<file path="src/sv/msob_pkg.sv">
`timescale 1ns / 1ps
// Shared constants and the rounding helper for the modulated source-over blend.
// Depends on nothing; imported by every module of the block.
package msob_pkg;

  localparam int CfgAddrW = 3;
  localparam int CfgDataW = 32;

  // Register index, taken from paddr[2].
  localparam logic REG_MODULATE = 1'b0;

  localparam logic [31:0] ALL_ONES   = 32'hFFFF_FFFF;
  localparam logic [31:0] ALPHA_FULL = 32'hFF00_0000;
  localparam logic [16:0] HALF       = 17'd128;
  localparam logic [7:0]  MAXB       = 8'd255;

  // Rounded divide by 256 of a product or a sum of products: (x + 128) >> 8.
  function automatic logic [7:0] rnd_shr8(input logic [16:0] x);
    logic [16:0] t;
    t = x + HALF;
    return 8'(t >> 8);
  endfunction

endpackage

</file>
<file path="src/sv/modulated_src_over_pixel_blend.sv">
`timescale 1ns / 1ps
// A pixel accepted on start passes four register stages (stage 1 to stage 4) and then
// appears on out_pixel with done high.
// Throughput: one pixel per clock cycle, sustained;
// busy stays low, as the pipeline never stalls.
// Reset (rst, synchronous, active high) clears every stage valid bit and sets
// modulate_color to all ones, which means no modulation.
// Depends on msob_pkg and msob_mix_lane.
module modulated_src_over_pixel_blend (
  input  logic                           clk,
  input  logic                           rst,
  // Pixel command channel.
  input  logic                           start,
  output logic                           busy,
  input  logic [31:0]                    src_pixel,
  input  logic [31:0]                    dest_pixel,
  input  logic                           row_last,
  // Result channel: one beat per pixel, marked by done for a single cycle.
  output logic                           done,
  output logic [31:0]                    out_pixel,
  output logic                           out_last,
  // Configuration port.
  input  logic                           psel,
  input  logic                           penable,
  input  logic                           pwrite,
  input  logic [msob_pkg::CfgAddrW-1:0]  paddr,
  input  logic [msob_pkg::CfgDataW-1:0]  pwdata,
  output logic [msob_pkg::CfgDataW-1:0]  prdata,
  output logic                           pready
);
  import msob_pkg::*;

  // ---------------------------------------------------------------------------
  // Configuration register. The APB port is never wait-stated. Writes to any
  // address other than the modulate register are dropped.
  // ---------------------------------------------------------------------------
  logic [31:0] modulate_color;
  logic        cfg_wr;

  assign pready = 1'b1;
  assign cfg_wr = psel && penable && pwrite && pready;

  always_ff @(posedge clk) begin
    if (rst) begin
      modulate_color <= ALL_ONES;
    end else if (cfg_wr && (paddr[2] == REG_MODULATE)) begin
      modulate_color <= pwdata;
    end
  end

  always_comb begin
    case (paddr[2])
      REG_MODULATE: prdata = modulate_color;
      default:      prdata = '0;
    endcase
  end

  // The pipeline flows freely, so a new beat is taken in every cycle.
  logic accept;
  assign busy   = 1'b0;
  assign accept = start && !busy;

  // ---------------------------------------------------------------------------
  // Stage 1: the four modulate products x*m, one per byte including alpha.
  // The identity test on the register travels alongside as a bypass flag.
  // ---------------------------------------------------------------------------
  logic        v1;
  logic [15:0] m1_prod [4];
  logic [31:0] src1;
  logic [31:0] dest1;
  logic        last1;
  logic        bypass1;

  always_ff @(posedge clk) begin
    if (rst) begin
      v1 <= 1'b0;
    end else begin
      v1 <= accept;
    end
  end

  always_ff @(posedge clk) begin
    for (int i = 0; i < 4; i++) begin
      m1_prod[i] <= 16'(src_pixel[8*i +: 8]) * 16'(modulate_color[8*i +: 8]);
    end
    src1    <= src_pixel;
    dest1   <= dest_pixel;
    last1   <= row_last;
    bypass1 <= (modulate_color == ALL_ONES);
  end

  // ---------------------------------------------------------------------------
  // Stage 2: round the products into the modulated source pixel. When the
  // register holds all ones the source passes untouched; any other value
  // scales all four bytes, even those that are 0xFF.
  // ---------------------------------------------------------------------------
  logic        v2;
  logic [31:0] mod2;
  logic [31:0] dest2;
  logic        last2;
  logic [31:0] mod_scaled;

  always_comb begin
    for (int i = 0; i < 4; i++) begin
      mod_scaled[8*i +: 8] = rnd_shr8(17'(m1_prod[i]));
    end
  end

  always_ff @(posedge clk) begin
    if (rst) begin
      v2 <= 1'b0;
    end else begin
      v2 <= v1;
    end
  end

  always_ff @(posedge clk) begin
    mod2  <= bypass1 ? src1 : mod_scaled;
    dest2 <= dest1;
    last2 <= last1;
  end

  // ---------------------------------------------------------------------------
  // Stage 3: the colour lanes register s*a and d*(255-a). The alpha and the
  // operands needed by the transparent and opaque cases travel beside them.
  // ---------------------------------------------------------------------------
  logic        v3;
  logic [7:0]  a3;
  logic [23:0] smod3;
  logic [31:0] dest3;
  logic        last3;
  logic [7:0]  mixed [3];

  for (genvar c = 0; c < 3; c++) begin : g_lane
    msob_mix_lane u_lane (
      .clk   (clk),
      .s     (mod2[8*c +: 8]),
      .d     (dest2[8*c +: 8]),
      .a     (mod2[31:24]),
      .mixed (mixed[c])
    );
  end

  always_ff @(posedge clk) begin
    if (rst) begin
      v3 <= 1'b0;
    end else begin
      v3 <= v2;
    end
  end

  always_ff @(posedge clk) begin
    a3    <= mod2[31:24];
    smod3 <= mod2[23:0];
    dest3 <= dest2;
    last3 <= last2;
  end

  // ---------------------------------------------------------------------------
  // Stage 4: the lanes finish the rounded sum, and the result is chosen.
  // A fully transparent source leaves the destination as it was, its alpha
  // included. An opaque source replaces the colour. Every other alpha takes
  // the mixed colour. In both latter cases the alpha is forced to 255; the
  // mix cannot exceed 254, so no clamp is needed.
  // ---------------------------------------------------------------------------
  logic [31:0] pixel_next;

  always_comb begin
    if (a3 == 8'd0) begin
      pixel_next = dest3;
    end else if (a3 == MAXB) begin
      pixel_next = ALPHA_FULL | {8'd0, smod3};
    end else begin
      pixel_next = ALPHA_FULL | {8'd0, mixed[2], mixed[1], mixed[0]};
    end
  end

  always_ff @(posedge clk) begin
    if (rst) begin
      done <= 1'b0;
    end else begin
      done <= v3;
    end
  end

  always_ff @(posedge clk) begin
    out_pixel <= pixel_next;
    out_last  <= last3;
  end

`ifndef SYNTHESIS
  a_bypass_passes_source: assert property (@(posedge clk) disable iff (rst)
    (v1 && bypass1) |=> (mod2 == $past(src1)))
    else $error("identity modulate altered the source pixel");

  a_transparent_keeps_dest: assert property (@(posedge clk) disable iff (rst)
    (v3 && a3 == 8'd0) |=> (done && out_pixel == $past(dest3)))
    else $error("transparent source did not return the destination");

  a_alpha_forced: assert property (@(posedge clk) disable iff (rst)
    (v3 && a3 != 8'd0) |=> (done && out_pixel[31:24] == MAXB))
    else $error("result alpha not forced to 255");

  a_opaque_takes_source: assert property (@(posedge clk) disable iff (rst)
    (v3 && a3 == MAXB) |=> (out_pixel[23:0] == $past(smod3)))
    else $error("opaque source colour not passed through");
`endif

endmodule

</file>
<file path="src/sv/msob_mix_lane.sv">
`timescale 1ns / 1ps
// One colour channel of the source-over mix: registered products, then rounded sum.
// Depends on msob_pkg.
module msob_mix_lane (
  input  logic       clk,
  input  logic [7:0] s,
  input  logic [7:0] d,
  input  logic [7:0] a,
  output logic [7:0] mixed
);
  import msob_pkg::*;

  logic [15:0] ps;
  logic [15:0] pd;

  always_ff @(posedge clk) begin
    ps <= 16'(s) * 16'(a);
    pd <= 16'(d) * 16'(MAXB - a);
  end

  assign mixed = rnd_shr8(17'(ps) + 17'(pd));

endmodule
</file>
<file path="config.mk">
export PLATFORM = sky130hd
export DESIGN_NAME = modulated_src_over_pixel_blend
export DESIGN_NICKNAME = d
export VERILOG_FILES = /design/src/sv/msob_pkg.sv /design/src/sv/modulated_src_over_pixel_blend.sv /design/src/sv/msob_mix_lane.sv
export SDC_FILE = /design/constraint.sdc
export NUM_CORES = 2
export LEC_CHECK = 0
export ABC_AREA = 1
export BUFFER_PORTS_ARGS = -buffer_cell sky130_fd_sc_hd__buf_4
export CORE_MARGIN = 5
export CORE_UTILIZATION = 40
export CTS_BUF_LIST = sky130_fd_sc_hd__clkbuf_4 sky130_fd_sc_hd__clkbuf_8
export DETAILED_ROUTE_END_ITERATION = 10
export GPL_TIMING_DRIVEN = 0
export PLACE_DENSITY = 0.57
export SYNTH_ARGS = -nofsm -noshare
export SYNTH_HDL_FRONTEND = slang
export SYNTH_SLANG_ARGS = --single-unit
</file>
<file path="constraint.sdc">
create_clock -name clk -period 5.3 [get_ports clk]
set_input_delay 0.795 -clock clk [delete_from_list [all_inputs] [get_ports clk]]
set_output_delay 0.795 -clock clk [all_outputs]
set_load 0.02 [all_outputs]
</file>
==> out/qor.yml <==
place:
  post-dp-hpwl_mm: 75.0
  placed_area_um2: 37600
  io_buffers: 168
  gp_congestion: 0.893
critical_path:
  cp_common_cell: "fa_1"
  cp-end-kind: "register"
  reg2reg_to: "g_lane[2].u_lane.pd[14]$_DFF_P_"
  critPathTopFamily: "adder cells"
  worstPathRequired_ns: 5.83
  crit_slowest_cell: "buf_1"
  timing.rr.start: "mod2[29]$_DFF_P_"
  critPathKind: "register to register"
  critPathBufInv: 5
  worstPathCellList: "buf_1 > clkinv_2 > nand2_1 > fa_1 > fa_1 > inv_1 > fa_1 > inv_1 > fa_1 > inv_1 > ha_1 > a21oi_1 > or2_2 > nand3_1 > a21oi_1 > xor2_1"
  r2r_cells: 16
  worstPathMaxFanout: 10
  slowest_delay_ns: 0.60
  arrival_ns: 5.62
  start_kind: "register"
  r2r_slack_ns: 0.21
grt:
  gr-usage-met2_pct: 32.6
  use_met3_pct: 3.05
  top_usage_layer: "met2"
  grt_pass1_wl_mm: 147
  grt_pass1_vias: 28000
  grt_max_degree: 11
  overflow: 0
  grt.total_usage_pct: 19.6
  antenna_found_initial: 2
  use_met1_pct: 26.0
flow_run:
  drv_cap: 0
drt:
  drt-initial-drc-count: 1380
  drc: 0
  vias: 27700
  ant_nets: 0
  wl_per_cell_um: 15.0
  drtPass1Iterations: 5
  wirelength_mm: 90.1
  via_per_inst: 4.59
logic_synthesis:
  synth_warnings: 0
  synth.avg_cell_area_um2: 7.62
  netlist_instances: 4573
  yosys-top-cells-area: "dfxtp_1 23%, fa_1 20%, ha_1 16%"
  synth_top_area_share_pct: 22.8
  synth.ff_latch_count: 397
  synth_nets: 5468
  synth.distinct_cells: 45
  yosysTopAreaCell: "dfxtp_1"
  ys_seq_area_share_pct: 22.8
  syn-cell-area_um2: 34900
hold_path:
  worstHoldEndpoint: "dest1[9]$_DFF_P_"
  min_path_cells: 1
  hp-class: "input pin to register"
  min_from: "dest_pixel[9]"
clock_network:
  cts_root_buf: "clkbuf_8"
  cts_buffer_depth: 3
  cts_tree: "yes"
  cts_hold_buf: 0
  clock-sinks: 397
  insertion_delay_ns: 0.67
  cts_setup_buffers: 0
  cts-buffers-inserted: 73
  clkSlewWorstSetupHoldPaths_ns: 0.07
  htreeDepth: 3
timing:
  worst_slew_pin_slew_ns: 0.906
  fin_setup_tns_ns: 0
  rsz0062_at_grt: "no"
  post-route-period-util_pct: 96.1
  holdWs_ns: 0.223
  fin_crit_ns: 5.09
  hold_violations: 0
  timing.fmax_mhz: 196
  slew_headroom_pct: 39.6
  finalMaxSlewViolations: 0
  final-setup-viol-count: 0
  fin_skew_ns: 0.0465
run_status:
  status: "finished clean"
floorplan:
  boundaryPins: 174
  start_util_pct: 40.3
  die_h_um: 305
  die_area_um2: 93200
  rows: 108
  fp.dieW_um: 305
  coreArea_um2: 86600
finish:
  drive_gt1_share_pct: 7.41
  area_growth_pct: 12.6
  fill_cells: 8828
  multi_input_area_um2: 22000
  final_nets: 5710
  fin_area_um2: 39300
  area.sequential_um2: 7950
## worst reg2reg max path, stage by stage, from the launching register on
cell and delay, ns:
dfxtp_1 0.48, buf_1 0.61, clkinv_2 0.41, nand2_1 0.19, fa_1 0.43, fa_1 0.54
inv_1 0.05, fa_1 0.47, inv_1 0.05, fa_1 0.47, inv_1 0.04, ha_1 0.36
a21oi_1 0.09, or2_2 0.27, nand3_1 0.16, a21oi_1 0.11, xor2_1 0.22
## area by class of cell
class / count / share of cell area [%]
multi-input cells: 2870 / 55.9
well taps: 1155 / 3.68
clock buffers: 102 / 3.40
repair buffers: 168 / 3.21
plain buffers: 149 / 1.62
flip-flops and latches: 397 / 20.2
clock inverters: 29 / 0.851
diodes: 2 / 0.0127
inverters: 1156 / 11.1
## worst max-delay path by stage
stage | from | endpoint | slack, ns | depth (start not counted)
floorplan | src_pixel[5] | m1_prod[0][12]$_DFF_P_ | 0.99 | 15
global placement | mod2[29]$_DFF_P_ | g_lane[2].u_lane.pd[14]$_DFF_P_ | 0.05 | 16
detailed placement | mod2[29]$_DFF_P_ | g_lane[2].u_lane.pd[14]$_DFF_P_ | 0.05 | 16
CTS | mod2[27]$_DFF_P_ | g_lane[2].u_lane.pd[15]$_DFF_P_ | 0.09 | 15
global route | mod2[29]$_DFF_P_ | g_lane[2].u_lane.pd[14]$_DFF_P_ | 0.003 | 16
finish | mod2[29]$_DFF_P_ | g_lane[2].u_lane.pd[14]$_DFF_P_ | 0.21 | 16
## cells in the mapped netlist, drive strengths merged
| master | n |
|---|---|
| nor4 | 3 |
| or2 | 14 |
| nand4 | 37 |
| o21ai | 79 |
| buf | 29 |
| a31oi | 7 |
| nand3b | 8 |
| o21bai | 20 |
| fa | 356 |
| o211ai | 32 |
| xnor2 | 41 |
| clkbuf | 121 |
| clkinv | 1 |
| o21a | 4 |
| ha | 433 |
| conb | 2 |
| nand2 | 1104 |
| inv | 1155 |
| nor3 | 25 |
| nor2 | 313 |
| nor3b | 2 |
| and2 | 8 |
| dfxtp | 397 |
| a22o | 4 |
| a21oi | 147 |
| xor2 | 68 |
| and3 | 1 |
| a21o | 12 |
| a211oi | 2 |
| o31ai | 7 |
| nand3 | 141 |
## through the flow
step / utilization (%) / setup WS (ns) / cells
floorplan: - / 0.989 / 4573
global placement: 43.4 / 0.0488 / 5896
detailed placement: 43.4 / 0.0503 / 5896
CTS: 45.3 / 0.0878 / 6027
global route: 45.3 / 0.00321 / 6028
finish: 45.3 / 0.208 / 6028
## state kept, by name (all words and copies together) (netlist names)
name and cells:
mod2 32, dest2 32, last1 1, bypass1 1, a3 8, smod3 24, modulate_color 32, g_lane.u_lane.pd 48
v3 1, g_lane.u_lane.ps 48, done 1, v2 1, v1 1, src1 32, out_last 1, last3 1
out_pixel 32, last2 1, dest1 32, dest3 32, m1_prod 36
## layout by cell type (no fill, tap or decap), drive strengths merged
cell,count
xor2,68
and2,8
clkdlybuf4s15,1
o211ai,32
fa,356
a22o,4
o21bai,20
dfxtp,397
a31oi,7
nand4,37
ha,433
xnor2,41
inv,1157
nor2,313
a21oi,147
o31ai,7
or2,14
clkbuf,221
diode,2
clkinvlp,8
o21a,4
nand2,1104
o21ai,79
nor4,3
clkinv,14
conb,2
bufinv,6
a211oi,2
buf,197
nand3b,8
nor3,25
and3,1
nand3,141
a21o,12
nor3b,2
## routing by layer
layer / share of wire, % / vias up
met2: 46 / 583
met4: 3.6 / 0
met5: 0 / -
met3: 4.8 / 141
li1: - / 14100
met1: 45 / 12800
## what timing repair did
item                                    CTS  global route
endpoints found under the hold margin     0             0
endpoints found under the setup margin    1             6
resized for setup                         1            10
## logic make-up (layout without fill, tap and decap cells)
family,count (synthesis),after routing,synth area share (%)
AOI/OAI and AO/OA,314,314,5.14
xor gates and xnor gates,109,109,2.74
DFF,397,397,22.8
and+or+nand+nor,1656,1656,19.1
buffers and inverters,1306,1604,14.2
adders and majority gates,789,789,36.0
other,2,4,0.0215
Power is left out: the tool's default activity adds up to more than one toggle a clock period on the data nets, which glitch-free logic cannot reach.
